--- src/hw/rtl/pvfc_pkg.sv ---
// ----------------------------------------------------------------------------
// pvfc_pkg: shared types and codes for the pulsed valve flow controller
// Holds the transaction payloads, the register file, the state record and
// the operation, mode and register index codes.
// ----------------------------------------------------------------------------
package pvfc_pkg;

  localparam int FlowW  = 16;
  localparam int PosW   = 8;
  localparam int OpW    = 3;
  localparam int ModeW  = 3;
  localparam int CntW   = 8;
  localparam int CfgIdxW  = 8;
  localparam int CfgDataW = 16;

  // Operation codes
  localparam logic [OpW-1:0] OP_TICK  = 3'd0;
  localparam logic [OpW-1:0] OP_OPEN  = 3'd1;
  localparam logic [OpW-1:0] OP_CLOSE = 3'd2;
  localparam logic [OpW-1:0] OP_IDLE  = 3'd3;
  localparam logic [OpW-1:0] OP_ERROR = 3'd4;

  // Valve modes
  localparam logic [ModeW-1:0] MODE_IDLE    = 3'd0;
  localparam logic [ModeW-1:0] MODE_OPENING = 3'd1;
  localparam logic [ModeW-1:0] MODE_CLOSING = 3'd2;
  localparam logic [ModeW-1:0] MODE_PCLOSE  = 3'd3;
  localparam logic [ModeW-1:0] MODE_POPEN   = 3'd4;
  localparam logic [ModeW-1:0] MODE_SET     = 3'd5;
  localparam logic [ModeW-1:0] MODE_ERROR   = 3'd6;

  // Register indexes
  localparam logic [CfgIdxW-1:0] REG_FLOW_SETPOINT = 8'd0;
  localparam logic [CfgIdxW-1:0] REG_CLOSED_LEVEL  = 8'd1;
  localparam logic [CfgIdxW-1:0] REG_FULL_LEVEL    = 8'd2;
  localparam logic [CfgIdxW-1:0] REG_PULSE_LENGTH  = 8'd3;

  // Register reset values
  localparam logic [FlowW-1:0] SETPOINT_RST     = 16'd0;
  localparam logic [PosW-1:0]  CLOSED_LEVEL_RST = 8'd12;
  localparam logic [PosW-1:0]  FULL_LEVEL_RST   = 8'd243;
  localparam logic [CntW-1:0]  PULSE_LEN_RST    = 8'd6;

  typedef struct packed {
    logic [OpW-1:0]   op;
    logic [FlowW-1:0] measured_flow;
    logic [PosW-1:0]  valve_position;
  } in_item_t;

  typedef struct packed {
    logic [FlowW-1:0] flow_setpoint;
    logic [PosW-1:0]  closed_level;
    logic [PosW-1:0]  full_level;
    logic [CntW-1:0]  pulse_length;
  } cfg_t;

  typedef struct packed {
    logic [ModeW-1:0] mode;
    logic [CntW-1:0]  pulse_counter;
    logic             open_drive;
    logic             close_drive;
  } valve_state_t;

endpackage

--- src/hw/rtl/pvfc_in_if.sv ---
// ----------------------------------------------------------------------------
// pvfc_in_if: input item channel
// Carries one operation with its flow and position reading.
// ----------------------------------------------------------------------------
interface pvfc_in_if;
  import pvfc_pkg::*;

  logic             valid;
  logic             ready;
  logic [OpW-1:0]   op;
  logic [FlowW-1:0] measured_flow;
  logic [PosW-1:0]  valve_position;

  modport source (output valid, output op, output measured_flow,
                  output valve_position, input ready);
  modport sink   (input valid, input op, input measured_flow,
                  input valve_position, output ready);
endinterface

--- src/hw/rtl/pvfc_out_if.sv ---
// ----------------------------------------------------------------------------
// pvfc_out_if: result channel
// Carries the valve mode and the two drive outputs after each item.
// ----------------------------------------------------------------------------
interface pvfc_out_if;
  import pvfc_pkg::*;

  logic             valid;
  logic             ready;
  logic [ModeW-1:0] valve_mode;
  logic             drive_open;
  logic             drive_close;

  modport source (output valid, output valve_mode, output drive_open,
                  output drive_close, input ready);
  modport sink   (input valid, input valve_mode, input drive_open,
                  input drive_close, output ready);
endinterface

--- src/hw/rtl/pvfc_cfg_if.sv ---
// ----------------------------------------------------------------------------
// pvfc_cfg_if: configuration write channel
// Carries a register index and the data written to it.
// ----------------------------------------------------------------------------
interface pvfc_cfg_if;
  import pvfc_pkg::*;

  logic                valid;
  logic                ready;
  logic [CfgIdxW-1:0]  index;
  logic [CfgDataW-1:0] data;

  modport source (output valid, output index, output data, input ready);
  modport sink   (input valid, input index, input data, output ready);
endinterface

--- src/hw/rtl/pulsed_valve_flow_controller.sv ---
// ----------------------------------------------------------------------------
// pulsed_valve_flow_controller: valve state machine with setpoint pulses
// Input register, next-state logic and a result register with backpressure.
// ----------------------------------------------------------------------------
// Usage:
//   in_item  - one transaction per command or 10 ms tick (op, flow, position).
//   out_item - one transaction per input: mode and drive outputs after it.
//   cfg      - register writes (setpoint, closed level, full level, pulse
//              length); take them only while no item is in flight.
// Path: an item is first held in the input register and is then written into
//   the result register when that register can advance.
// Throughput: one item per cycle while out_item.ready is high; the state
//   update sits between the input register and the result register, so each
//   item sees the state left by the one before it.
// Reset: rst (synchronous) empties both stages, returns the valve to idle
//   with both drives off and the pulse counter at zero, and loads the
//   register defaults (setpoint 0, closed 12, full 243, pulse length 6).
// Stall: while out_item.ready is low the result holds; one more item is
//   taken into the input register, then in_item.ready drops.
// ----------------------------------------------------------------------------
module pulsed_valve_flow_controller (
  input logic clk,
  input logic rst,
  pvfc_in_if.sink    in_item,
  pvfc_out_if.source out_item,
  pvfc_cfg_if.sink   cfg
);
  import pvfc_pkg::*;

  cfg_t         regs;
  in_item_t     s1_item;
  logic         s1_valid;
  valve_state_t state;
  valve_state_t state_next;
  logic         out_valid;
  logic         advance;
  logic         s1_move;

  // Configuration writes
  assign cfg.ready = 1'b1;

  always_ff @(posedge clk) begin
    if (rst) begin
      regs.flow_setpoint <= SETPOINT_RST;
      regs.closed_level  <= CLOSED_LEVEL_RST;
      regs.full_level    <= FULL_LEVEL_RST;
      regs.pulse_length  <= PULSE_LEN_RST;
    end else if (cfg.valid) begin
      unique case (cfg.index)
        REG_FLOW_SETPOINT: regs.flow_setpoint <= cfg.data;
        REG_CLOSED_LEVEL:  regs.closed_level  <= cfg.data[PosW-1:0];
        REG_FULL_LEVEL:    regs.full_level    <= cfg.data[PosW-1:0];
        REG_PULSE_LENGTH:  regs.pulse_length  <= cfg.data[CntW-1:0];
        default: begin
        end
      endcase
    end
  end

  // Pipeline control
  assign advance       = !out_valid || out_item.ready;
  assign s1_move       = s1_valid && advance;
  assign in_item.ready = !s1_valid || advance;

  // Input register
  always_ff @(posedge clk) begin
    if (rst) begin
      s1_valid <= 1'b0;
    end else if (in_item.ready) begin
      s1_valid <= in_item.valid;
    end
  end

  always_ff @(posedge clk) begin
    if (in_item.valid && in_item.ready) begin
      s1_item.op             <= in_item.op;
      s1_item.measured_flow  <= in_item.measured_flow;
      s1_item.valve_position <= in_item.valve_position;
    end
  end

  pvfc_step u_step (
    .item (s1_item),
    .cfg  (regs),
    .cur  (state),
    .nxt  (state_next)
  );

  // Valve state advances as each item leaves the input register
  always_ff @(posedge clk) begin
    if (rst) begin
      state <= '0;
    end else if (s1_move) begin
      state <= state_next;
    end
  end

  // Result register
  always_ff @(posedge clk) begin
    if (rst) begin
      out_valid <= 1'b0;
    end else if (advance) begin
      out_valid <= s1_valid;
    end
  end

  always_ff @(posedge clk) begin
    if (s1_move) begin
      out_item.valve_mode  <= state_next.mode;
      out_item.drive_open  <= state_next.open_drive;
      out_item.drive_close <= state_next.close_drive;
    end
  end

  assign out_item.valid = out_valid;

endmodule

--- src/hw/rtl/pvfc_step.sv ---
// ----------------------------------------------------------------------------
// pvfc_step: next-state logic of the valve controller
// Applies one command or tick to the current valve state.
// ----------------------------------------------------------------------------
module pvfc_step (
  input  pvfc_pkg::in_item_t     item,
  input  pvfc_pkg::cfg_t         cfg,
  input  pvfc_pkg::valve_state_t cur,
  output pvfc_pkg::valve_state_t nxt
);
  import pvfc_pkg::*;

  logic [FlowW:0] flow_x;
  logic [FlowW:0] sp_x;
  logic           flow_ge_sp;
  logic           flow_gt_sp;
  logic           flow_lt_sp;
  logic           flow_lt_sp_m1;
  logic           flow_gt_sp_p1;
  logic           pos_gt_full;
  logic           pos_lt_closed;
  logic           cnt_zero;

  // Compare one bit wider so setpoint plus or minus one never wraps
  assign flow_x        = {1'b0, item.measured_flow};
  assign sp_x          = {1'b0, cfg.flow_setpoint};
  assign flow_ge_sp    = flow_x >= sp_x;
  assign flow_gt_sp    = flow_x > sp_x;
  assign flow_lt_sp    = flow_x < sp_x;
  assign flow_lt_sp_m1 = (flow_x + 1'b1) < sp_x;
  assign flow_gt_sp_p1 = flow_x > (sp_x + 1'b1);
  assign pos_gt_full   = item.valve_position > cfg.full_level;
  assign pos_lt_closed = item.valve_position < cfg.closed_level;
  assign cnt_zero      = cur.pulse_counter == '0;

  always_comb begin
    nxt = cur;
    unique case (item.op)
      OP_TICK: begin
        unique case (cur.mode)
          MODE_IDLE: begin
          end
          MODE_OPENING: begin
            if (flow_ge_sp || pos_gt_full) begin
              nxt.mode        = MODE_SET;
              nxt.open_drive  = 1'b0;
              nxt.close_drive = 1'b0;
            end
          end
          MODE_CLOSING: begin
            if (pos_lt_closed) begin
              nxt.mode        = MODE_IDLE;
              nxt.open_drive  = 1'b0;
              nxt.close_drive = 1'b0;
            end
          end
          MODE_PCLOSE, MODE_POPEN: begin
            // End the pulse on a setpoint crossing or an expired counter
            nxt.pulse_counter = cur.pulse_counter - 1'b1;
            if (cnt_zero || (cur.mode == MODE_PCLOSE ? flow_lt_sp : flow_gt_sp)) begin
              nxt.mode        = MODE_SET;
              nxt.open_drive  = 1'b0;
              nxt.close_drive = 1'b0;
            end
          end
          MODE_SET: begin
            // Start a pulse unless the valve sits at the matching end stop
            priority if (flow_lt_sp_m1) begin
              if (!pos_gt_full) begin
                nxt.mode          = MODE_POPEN;
                nxt.open_drive    = 1'b1;
                nxt.close_drive   = 1'b0;
                nxt.pulse_counter = cfg.pulse_length;
              end
            end else if (flow_gt_sp_p1) begin
              if (!pos_lt_closed) begin
                nxt.mode          = MODE_PCLOSE;
                nxt.open_drive    = 1'b0;
                nxt.close_drive   = 1'b1;
                nxt.pulse_counter = cfg.pulse_length;
              end
            end else begin
              // Hold inside the dead band
            end
          end
          MODE_ERROR: begin
            nxt.open_drive  = 1'b0;
            nxt.close_drive = 1'b0;
          end
          default: begin
            nxt.mode        = MODE_IDLE;
            nxt.open_drive  = 1'b0;
            nxt.close_drive = 1'b0;
          end
        endcase
      end
      OP_OPEN: begin
        nxt.mode        = MODE_OPENING;
        nxt.open_drive  = 1'b1;
        nxt.close_drive = 1'b0;
      end
      OP_CLOSE: begin
        nxt.mode        = MODE_CLOSING;
        nxt.open_drive  = 1'b0;
        nxt.close_drive = 1'b1;
      end
      OP_IDLE: begin
        nxt.mode        = MODE_IDLE;
        nxt.open_drive  = 1'b0;
        nxt.close_drive = 1'b0;
      end
      OP_ERROR: begin
        nxt.mode        = MODE_ERROR;
        nxt.open_drive  = 1'b0;
        nxt.close_drive = 1'b0;
      end
      default: begin
        // Unknown operation: keep the state, report it unchanged
      end
    endcase
  end

endmodule

--- src/flat_wrapper.sv ---
// flat-port wrapper written by rule: the top's interface ports become plain ports
module pulsed_valve_flow_controller_flat import pvfc_pkg::*;
  (clk, rst, in_item_valid, in_item_op, in_item_measured_flow, in_item_valve_position, in_item_ready, out_item_valid, out_item_valve_mode, out_item_drive_open, out_item_drive_close, out_item_ready, cfg_valid, cfg_index, cfg_data, cfg_ready);
  pvfc_in_if in_item_i ();
  pvfc_out_if out_item_i ();
  pvfc_cfg_if cfg_i ();
  input logic clk;
  input logic rst;
  input wire logic [$bits(in_item_i.valid)-1:0] in_item_valid;
  input wire logic [$bits(in_item_i.op)-1:0] in_item_op;
  input wire logic [$bits(in_item_i.measured_flow)-1:0] in_item_measured_flow;
  input wire logic [$bits(in_item_i.valve_position)-1:0] in_item_valve_position;
  output wire logic [$bits(in_item_i.ready)-1:0] in_item_ready;
  output wire logic [$bits(out_item_i.valid)-1:0] out_item_valid;
  output wire logic [$bits(out_item_i.valve_mode)-1:0] out_item_valve_mode;
  output wire logic [$bits(out_item_i.drive_open)-1:0] out_item_drive_open;
  output wire logic [$bits(out_item_i.drive_close)-1:0] out_item_drive_close;
  input wire logic [$bits(out_item_i.ready)-1:0] out_item_ready;
  input wire logic [$bits(cfg_i.valid)-1:0] cfg_valid;
  input wire logic [$bits(cfg_i.index)-1:0] cfg_index;
  input wire logic [$bits(cfg_i.data)-1:0] cfg_data;
  output wire logic [$bits(cfg_i.ready)-1:0] cfg_ready;
  assign in_item_i.valid = in_item_valid;
  assign in_item_i.op = in_item_op;
  assign in_item_i.measured_flow = in_item_measured_flow;
  assign in_item_i.valve_position = in_item_valve_position;
  assign in_item_ready = in_item_i.ready;
  assign out_item_valid = out_item_i.valid;
  assign out_item_valve_mode = out_item_i.valve_mode;
  assign out_item_drive_open = out_item_i.drive_open;
  assign out_item_drive_close = out_item_i.drive_close;
  assign out_item_i.ready = out_item_ready;
  assign cfg_i.valid = cfg_valid;
  assign cfg_i.index = cfg_index;
  assign cfg_i.data = cfg_data;
  assign cfg_ready = cfg_i.ready;
  pulsed_valve_flow_controller u_core (.clk(clk), .rst(rst), .in_item(in_item_i), .out_item(out_item_i), .cfg(cfg_i));
endmodule
--- config.mk ---
export PLATFORM = sky130hd
export DESIGN_NAME = pulsed_valve_flow_controller_flat
export DESIGN_NICKNAME = d
export VERILOG_FILES = /design/src/hw/rtl/pvfc_pkg.sv /design/src/hw/rtl/pvfc_in_if.sv /design/src/hw/rtl/pvfc_out_if.sv /design/src/hw/rtl/pvfc_cfg_if.sv /design/src/hw/rtl/pulsed_valve_flow_controller.sv /design/src/hw/rtl/pvfc_step.sv /design/src/flat_wrapper.sv
export SDC_FILE = /design/constraint.sdc
export NUM_CORES = 1
export LEC_CHECK = 0
export BUFFER_PORTS_ARGS = -buffer_cell sky130_fd_sc_hd__clkbuf_2
export CAP_MARGIN = 20
export CORE_MARGIN = 2
export CORE_UTILIZATION = 46
export CTS_BUF_LIST = sky130_fd_sc_hd__clkbuf_4
export DETAILED_ROUTE_END_ITERATION = 10
export GPL_TIMING_DRIVEN = 1
export PLACE_DENSITY = 0.69
export SLEW_MARGIN = 0
export SYNTH_ARGS = -nofsm -noshare
export SYNTH_HDL_FRONTEND = slang
export SYNTH_SLANG_ARGS = --single-unit
--- constraint.sdc ---
create_clock -name clk -period 9.68 [get_ports clk]
set_input_delay 2.904 -clock clk [delete_from_list [all_inputs] [get_ports clk]]
set_output_delay 2.904 -clock clk [all_outputs]
set_load 0.02 [all_outputs]
Word-level counts from Yosys, hierarchy flattened
Index checks and enable logic that the tools add are counted.
Storage, ports and cells
  flip-flop bits (word level): 87
  latch bits: 0
  bits in writable memories: 0
  ROM bits: 0
  bits of input ports: 56
  word-level logic and storage cells: 79
  memories: 0
Operators by class
  add/sub/neg operators: 3
  $mul: 0
  divide/modulo/power cells: 0
  magnitude comparators: 7
  equality and inequality tests: 16
  shift-type cells: 0
  muxes and demuxes: 16
  bitwise operators: 0
  reductions and logical operators: 21
Operator list (count)
  two-way mux 13 bit: 4
  adder 16 x 1 -> 17 bit (second input constant): 2
  case mux 3 bit (5 select lines): 2
  > comparator 16 x 17 -> 1 bit: 1
  < comparator 17 x 16 -> 1 bit: 1
  == test 8 x 2 -> 1 bit (second input constant): 2
  greater-or-equal comparator 16 bit: 1
  > comparator 16 bit: 1
  zero test 8 bit: 2
  < comparator 16 bit: 1
  case mux 8 bit (2 select lines): 1
  == test 3 x 2 -> 1 bit (second input constant): 4
  == test 3 bit (second input constant): 4
  case mux 2 bit (5 select lines): 1
  two-way mux 3 bit: 3
  inequality test 3 bit (second input constant): 3
  == test 8 x 1 -> 1 bit (second input constant): 1
  > comparator 8 bit: 1
  < comparator 8 bit: 1
  case mux 2 bit (4 select lines): 1
  AND reduction 2 bit: 4
  subtractor 8 x 1 -> 8 bit (second input constant): 1
  == test 3 x 1 -> 1 bit (second input constant): 2
  zero test 3 bit: 2
  other kinds (8): 17

Logic depth before layout (Yosys ltp)
Gate-level depths: netlist of run 1.
  depth after elaboration: 6
  gate-level depth with buffers: 16
  mapped depth without buffers: 15

Modules after synthesis
Synthesis of run 1 repeated with hierarchy kept, for this count alone.
Second synthesis, totals
  cell total of the unflattened synthesis: 644
  area total of the unflattened synthesis: 5909.4 µm²
Modules (own cells, without submodules)
  pulsed_valve_flow_controller: instances 1, cells an instance 264, area each 3238.1 µm², sequential area each 2062.0 µm²
  pvfc_step: instances 1, cells an instance 380, area each 2671.3 µm², sequential area each 0.0 µm²

Worst setup path before layout of run 1
No wires, ideal clock.
  path type: input -> output
  from: input out_item_ready
  to: output in_item_ready
  data arrival time: 3.256 ns
  required time: 6.776 ns
  path slack: 3.520 ns
  cell stages on the path: 2
  path buffers: 0
  path through: nor2b_1 -> nand2_1
Between the ends
  cells in the longest elaborated chain, start to end: 2
RTL lines
  start: declaration: RTL line flat_wrapper.sv:18  | input wire logic [$bits(out_item_i.ready)-1:0] out_item_ready;
  logical OR 1 bit: RTL line pulsed_valve_flow_controller.sv:61  | assign advance = !out_valid || out_item.ready;
  logical OR 1 bit: RTL line pulsed_valve_flow_controller.sv:63  | assign in_item.ready = !s1_valid || advance;
  end: declaration: RTL line flat_wrapper.sv:13  | output wire logic [$bits(in_item_i.ready)-1:0] in_item_ready;
No other way between the ends.

Worst setup path in the final report of run 1
Same ends and word-level chain as after synthesis.

==> results.py, run 1 <==
metrics = {
    "status": {
        "run_status": "finished clean",
    },
    "power": {
        "netSwitchingPower_mw": 0.195,
        "vdd_drop_max_mv": 0.0656,
        "power.combinational.fraction_pct": 11.7,
        "p_per_area_nw_per_um2": 114,
        "static-leakage-power_nw": 2.51,
        "p_int_mw": 0.509,
        "power_switching_share_pct": 27.7,
        "power.share.clock_pct": 31.2,
        "sequentialPowerShare_pct": 57.1,
    },
    "yosys": {
        "yosys.cell_types.count": 70,
        "synthFlopType": "sky130_fd_sc_hd__dfxtp_1",
        "postSynthRegisterBits": 87,
        "synthCells": 617,
        "ys_warns": 0,
        "mappedNetlistNets": 740,
        "seq_area_frac_synth_pct": 36.9,
        "synthArstFlopShare_pct": 0,
        "synth_area_um2": 5590,
        "synth_area_per_cell_um2": 9.06,
        "number_of_synthesized_flops_with_an_enable_pin": 32,
    },
    "timing": {
        "setup_skew_after_layout_ps": 29.4,
        "final_hold_viol_count": 0,
        "fmax_mhz": 157,
        "finalWorstPathRequiredPeriod_ps": 6350,
        "timing.final.ws_setup_ps": 3330,
        "worstMarginPinSlew_ps": 773,
        "final.setup.tns_ps": 0,
        "timing.final.setup_violations": 0,
        "relSlewSlack_pct": 48.5,
        "final_max_slew_viol_count": 0,
        "finalCritPeriodShare_pct": 65.6,
        "unrepaired_setup_endpoints_after_global_routing": "false",
        "worst_hold_slack_after_final_layout_ps": 484,
    },
    "worst_hold_path": {
        "holdPathStages": 1,
        "min_path_type": "flip-flop to flip-flop",
    },
    "drt": {
        "drc_violation_count_after_routing": 0,
        "first_iter_violations": 296,
        "detail_route.wl_per_cell_um": 15.2,
        "num_vias": 4614,
        "route.antenna.remaining_nets": 0,
        "routed_wire_length_um": 12500,
        "post_drt_via_cell_ratio": 5.60,
        "iteration_count_of_the_initial_detailed_routing_pass": 5,
    },
    "layout": {
        "area.growth.synth_to_final_pct": 10.2,
        "fraction_of_final_layout_cells_with_drive_strength_greater_than_1_pct": 13.7,
        "fin_nets": 795,
        "diodes": 0,
        "post_route_cell_area_um2": 6160,
        "layout_commonest_cell": "sky130_fd_sc_hd__nor2_1",
        "layout_common_cells": "95 x sky130_fd_sc_hd__nor2_1, 67 x sky130_fd_sc_hd__ha_1, 62 x sky130_fd_sc_hd__clkbuf_2",
        "layout.cells.non_filler": 824,
        "filler_cell_count": 1107,
    },
    "die": {
        "initial_core_util_pct": 46.7,
        "row_count": 40,
        "die_area_um2": 13100,
        "floorplan.die.height_um": 114,
        "chipWidth_um": 114,
        "coreArea_um2": 12000,
        "design.portCount": 64,
    },
    "critical_path": {
        "worst-endpoint-arrival_ps": 3450,
        "rr_endpoint": "u_core.state[3]$_SDFFE_PP0P_",
        "worstSetupPathType": "input pin to output port",
        "reg2reg_depth": 15,
        "reg2reg_slack_ps": 5630,
        "setup.worst_path.end": "in_item_ready",
        "data_required_time_of_the_worst_path_ps": 6780,
        "startpoint_type": "input pin",
        "worst_setup_path_startpoint": "out_item_ready",
        "r2r-start": "u_core.regs[26]$_SDFFE_PP0P_",
        "end_kind": "output port",
        "critical_path_peak_fanout": 4,
    },
    "placed_design": {
        "place.detailed.hpwl_um": 9580,
        "dp.cells": 808,
        "final_weighted_congestion_in_routability_driven_placement": 0.915,
        "io_buffer_count": 62,
        "pre_cts_slack_ps": 3320,
        "dpl-instance-area_um2": 6020,
    },
    "cts": {
        "cts_hold_repair.buffers": 0,
        "cts.path.max_buffers": 2,
        "h-tree-depth": 3,
        "cts.repair_timing.setup_buffer_count": 0,
        "worst_setup_hold_path_clk_slew_ps": 150,
        "clkLatencyLatePin_ps": 490,
        "tritoncts": "done",
        "cts.repair.resized": 0,
        "cts_made_buffers": 9,
        "clk_root_buffer_cell": "sky130_fd_sc_hd__clkbuf_4",
        "clock_sink_count": 87,
    },
    "global_routing": {
        "global_route.overflow_total": 0,
        "first_global_vias": 4498,
        "pin_count_of_the_biggest_net_entering_global_routing": 59,
        "number_of_antenna_violations_at_the_first_check_in_global_routing": 0,
        "globalRouteTotalUtil_pct": 20.5,
        "grt_pass1_wl_um": 21300,
    },
    "run": {
        "max-cap-violations": 0,
    },
}
[worst min-delay path by stage]
stage                                 start                      endpoint  slack [ps]
2_1_floorplan   u_core.regs[2]$_SDFFE_PP1P_   u_core.regs[2]$_SDFFE_PP1P_         440
3_3_place_gp   u_core.regs[19]$_SDFFE_PP1P_  u_core.regs[19]$_SDFFE_PP1P_         440
3_5_place_dp   u_core.regs[19]$_SDFFE_PP1P_  u_core.regs[19]$_SDFFE_PP1P_         450
4_1_cts        u_core.regs[19]$_SDFFE_PP1P_  u_core.regs[19]$_SDFFE_PP1P_         480
5_1_grt        u_core.regs[18]$_SDFFE_PP1P_  u_core.regs[18]$_SDFFE_PP1P_         510
6_report       u_core.regs[15]$_SDFFE_PP1P_  u_core.regs[15]$_SDFFE_PP1P_         480
[flip-flops by register name, summed over array words and instances, names as in the netlist]
register,flops
u_core.s1_valid,1
u_core.out_item.drive_close,1
u_core.s1_item,27
u_core.state,13
u_core.out_item.valve_mode,3
u_core.out_item.drive_open,1
u_core.regs,40
u_core.out_item.valid,1
[layout make-up]
cell class	instances	area [um2]	area share [%]
well taps	147	184	2.98
flip-flops and latches	87	2060	33.5
clock buffers	10	75.1	1.22
clock inverters	6	65.1	1.06
inverters	51	191	3.11
repair buffers	65	333	5.40
multi-input cells	458	3250	52.8
[layer usage]
metal | global-route usage [%] | vias to the layer above | share of wire, % | wire length [um]
li1 | - | 2332 | - | -
met1 | 27.0 | 2160 | 49 | 6110
met2 | 33.3 | 104 | 46 | 5740
met3 | 4.92 | 18 | 4.3 | 543
met4 | 6.67 | 0 | 1.2 | 155
met5 | 0 | - | 0 | 0
[cells by family (layout without fill, tap and decap cells)]
| kind of cell | Yosys count | in the layout | synth area share, % |
|---|---|---|---|
| compound gates | 128 | 128 | 16.0 |
| xor+xnor | 28 | 28 | 4.39 |
| fa+ha+maj | 67 | 67 | 15.0 |
| buf+inv | 72 | 132 | 5.06 |
| flops | 87 | 87 | 36.9 |
| mux | 22 | 22 | 3.94 |
| other cells | 1 | 1 | 0.0671 |
| simple gates | 212 | 212 | 18.7 |
[cells in the mapped netlist, types with 11 or more instances]
master | n | share of area (%)
sky130_fd_sc_hd__clkbuf_1 | 15 | 1.0
sky130_fd_sc_hd__nor2_1 | 95 | 6.4
sky130_fd_sc_hd__inv_1 | 51 | 3.4
sky130_fd_sc_hd__nand2_1 | 26 | 1.7
sky130_fd_sc_hd__nand4_1 | 11 | 1.2
sky130_fd_sc_hd__mux2i_1 | 22 | 3.9
sky130_fd_sc_hd__dfxtp_1 | 55 | 20
sky130_fd_sc_hd__ha_1 | 67 | 15
sky130_fd_sc_hd__a21oi_1 | 36 | 3.2
sky130_fd_sc_hd__edfxtp_1 | 32 | 17
sky130_fd_sc_hd__nand3_1 | 20 | 1.8
sky130_fd_sc_hd__o21ai_0 | 11 | 0.98
sky130_fd_sc_hd__xnor2_1 | 22 | 3.4
sky130_fd_sc_hd__a211o_1 | 11 | 1.7
[worst max-delay path, cell delays in order]
cell and delay (ps):
sky130_fd_sc_hd__clkbuf_2 80, sky130_fd_sc_hd__nor2b_1 210, sky130_fd_sc_hd__nand2_1 100, sky130_fd_sc_hd__clkbuf_2 160
[power groups by stage]
stage | Combinational [mW] | Clock [mW] | Sequential, mW
2_1_floorplan | 0.0536 | 0 | 0.407
3_3_place_gp | 0.0788 | 0 | 0.410
3_5_place_dp | 0.0823 | 0 | 0.410
4_1_cts | 0.0829 | 0.227 | 0.402
5_1_grt | 0.0944 | 0.240 | 0.404
6_report | 0.0825 | 0.220 | 0.402
[metrics by stage]
step | total power, mW | util (%)
after CTS | 0.712 | 51.5
after floorplan | 0.461 | -
after global routing | 0.738 | 51.5
after detailed placement | 0.492 | 50.3
final | 0.704 | 51.5
after global placement | 0.489 | 50.3
Note: power is estimated with default switching activity, not from simulation.
==> run 2: changes to the inputs <==
- clock period: 9.68 -> 6.2 ns (I/O delays scaled with it)
==> run 2 against run 1 <==
- global-route usage decreased by 0.52 points
- register-to-register slack lost 3500 ps
- count of clock-buffer cells in the layout fell by 1
- die area did not move
- power increased by 56%
- first-iteration DRC count fell by 5.7%
- largest power group unchanged
- worst setup slack got worse by 1400 ps
- sequential cell count is the same
- sequential power up 56%
- routed wire length fell by 0.33%
- largest cell class unchanged
- highest routed layer unchanged
- via count increased by 0.11%
==> results.py, run 2 (synthesized netlist as in run 1, its figures left out) <==
metrics = {
    "drt": {
        "drc_violation_count_after_routing": 0,
        "first_iter_violations": 279,
        "detail_route.wl_per_cell_um": 15.2,
        "route.antenna.remaining_nets": 0,
        "post_drt_via_cell_ratio": 5.61,
        "num_vias": 4619,
        "routed_wire_length_um": 12500,
        "iteration_count_of_the_initial_detailed_routing_pass": 5,
    },
    "die": {
        "initial_core_util_pct": 46.7,
        "row_count": 40,
        "design.portCount": 64,
        "floorplan.die.height_um": 114,
        "chipWidth_um": 114,
        "die_area_um2": 13100,
        "coreArea_um2": 12000,
    },
    "cts": {
        "cts.path.max_buffers": 2,
        "clkLatencyLatePin_ps": 470,
        "cts.repair_timing.setup_buffer_count": 0,
        "clock_sink_count": 87,
        "cts_hold_repair.buffers": 0,
        "tritoncts": "done",
        "clk_root_buffer_cell": "sky130_fd_sc_hd__clkbuf_4",
        "cts_made_buffers": 9,
        "h-tree-depth": 3,
        "worst_setup_hold_path_clk_slew_ps": 140,
        "cts.repair.resized": 0,
    },
    "status": {
        "run_status": "finished clean",
    },
    "timing": {
        "setup_skew_after_layout_ps": 21.5,
        "final.setup.tns_ps": 0,
        "timing.final.setup_violations": 0,
        "finalCritPeriodShare_pct": 68.9,
        "finalWorstPathRequiredPeriod_ps": 4270,
        "fmax_mhz": 234,
        "final_hold_viol_count": 0,
        "relSlewSlack_pct": 49.6,
        "final_max_slew_viol_count": 0,
        "worstMarginPinSlew_ps": 756,
        "unrepaired_setup_endpoints_after_global_routing": "false",
    },
    "placed_design": {
        "dpl-instance-area_um2": 6020,
        "io_buffer_count": 62,
        "place.detailed.hpwl_um": 9400,
        "final_weighted_congestion_in_routability_driven_placement": 0.894,
    },
    "global_routing": {
        "globalRouteTotalUtil_pct": 20.0,
        "number_of_antenna_violations_at_the_first_check_in_global_routing": 0,
        "grt_pass1_wl_um": 20500,
        "global_route.overflow_total": 0,
        "first_global_vias": 4274,
        "pin_count_of_the_biggest_net_entering_global_routing": 59,
    },
    "power": {
        "vdd_drop_max_mv": 0.118,
        "total_power_mw": 1.10,
        "p_per_area_nw_per_um2": 179,
        "static-leakage-power_nw": 2.51,
    },
    "layout": {
        "filler_cell_count": 1092,
        "core_occupancy_in_the_finished_layout_pct": 51.6,
        "fraction_of_final_layout_cells_with_drive_strength_greater_than_1_pct": 13.6,
        "largest_register": "u_core.regs",
        "post_route_cell_area_um2": 6170,
        "layout_common_cells": "95 x sky130_fd_sc_hd__nor2_1, 67 x sky130_fd_sc_hd__ha_1, 62 x sky130_fd_sc_hd__clkbuf_2",
        "layout_commonest_cell": "sky130_fd_sc_hd__nor2_1",
        "biggestRegsByFlops": "u_core.regs x40, u_core.s1_item x27, u_core.state x13",
        "diodes": 0,
        "fin_nets": 795,
        "largest_register_ff_count": 40,
        "area.growth.synth_to_final_pct": 10.3,
    },
    "critical_path": {
        "critical_path_peak_fanout": 4,
        "worst-endpoint-arrival_ps": 2410,
        "end_kind": "output port",
        "startpoint_type": "input pin",
        "data_required_time_of_the_worst_path_ps": 4340,
        "worstSetupPathType": "input pin to output port",
    },
    "run": {
        "max-cap-violations": 0,
    },
    "worst_hold_path": {
        "min_path_type": "flip-flop to flip-flop",
    },
}
## run 2: cell count changes in the layout (fill, tap and decap cells not counted), sizes merged
cell,previous run,this run
clkinv,1,4
inv,55,53
clkbuf,72,71
## run 2: final timing paths
check | start | to | slack, ps | depth (start not counted)
setup / recovery | out_item_ready | in_item_ready | 1930 | 4
hold / removal | u_core.regs[13]$_SDFFE_PP1P_ | u_core.regs[13]$_SDFFE_PP1P_ | 480 | 1
setup reg to reg | u_core.regs[24]$_SDFFE_PP0P_ | u_core.state[6]$_SDFFE_PP0P_ | 2160 | 14
hold reg to reg | u_core.regs[13]$_SDFFE_PP1P_ | u_core.regs[13]$_SDFFE_PP1P_ | 480 | 1
## run 2: critical path, cell delays in order
cell,delay (ps)
sky130_fd_sc_hd__clkbuf_2,80
sky130_fd_sc_hd__nor2b_1,210
sky130_fd_sc_hd__nand2_1,100
sky130_fd_sc_hd__clkbuf_2,160
## run 2: per-layer routing
metal  global-route usage, %  routed length [um]  vias to the layer above
li1                        -                   -                     2329
met4                    7.15                 251                        0
met2                    31.2                5590                      133
met3                    4.76                 694                       19
met5                       0                   0                        -
met1                    27.1                5980                     2138
## run 2: where the power goes
part | leakage [nW] | switching [mW] | total, mW | internal (mW)
sequential | 0.756 | 0.0194 | 0.629 | 0.609
clock | 0.0800 | 0.215 | 0.343 | 0.128
combinational | 1.68 | 0.0740 | 0.130 | 0.0560
total | 2.51 | 0.308 | 1.10 | 0.793
## run 2: stage by stage
stage	instances	setup slack (ps)	hold WS, ps
detailed placement	808	1930	452
global placement	808	1970	447
CTS	824	1930	484
global route	824	1860	497
floorplan	617	2130	435
finish	824	1930	481
## run 2: final cells by class
cell class / count / area, um2 / share of cell area, %
Multi-Input combinational cell: 458 / 3250 / 52.7
Sequential cell: 87 / 2060 / 33.4
Timing Repair Buffer: 65 / 333 / 5.39
Inverter: 51 / 191 / 3.10
Tap cell: 147 / 184 / 2.98
Clock inverter: 7 / 80.1 / 1.30
Clock buffer: 9 / 67.6 / 1.10
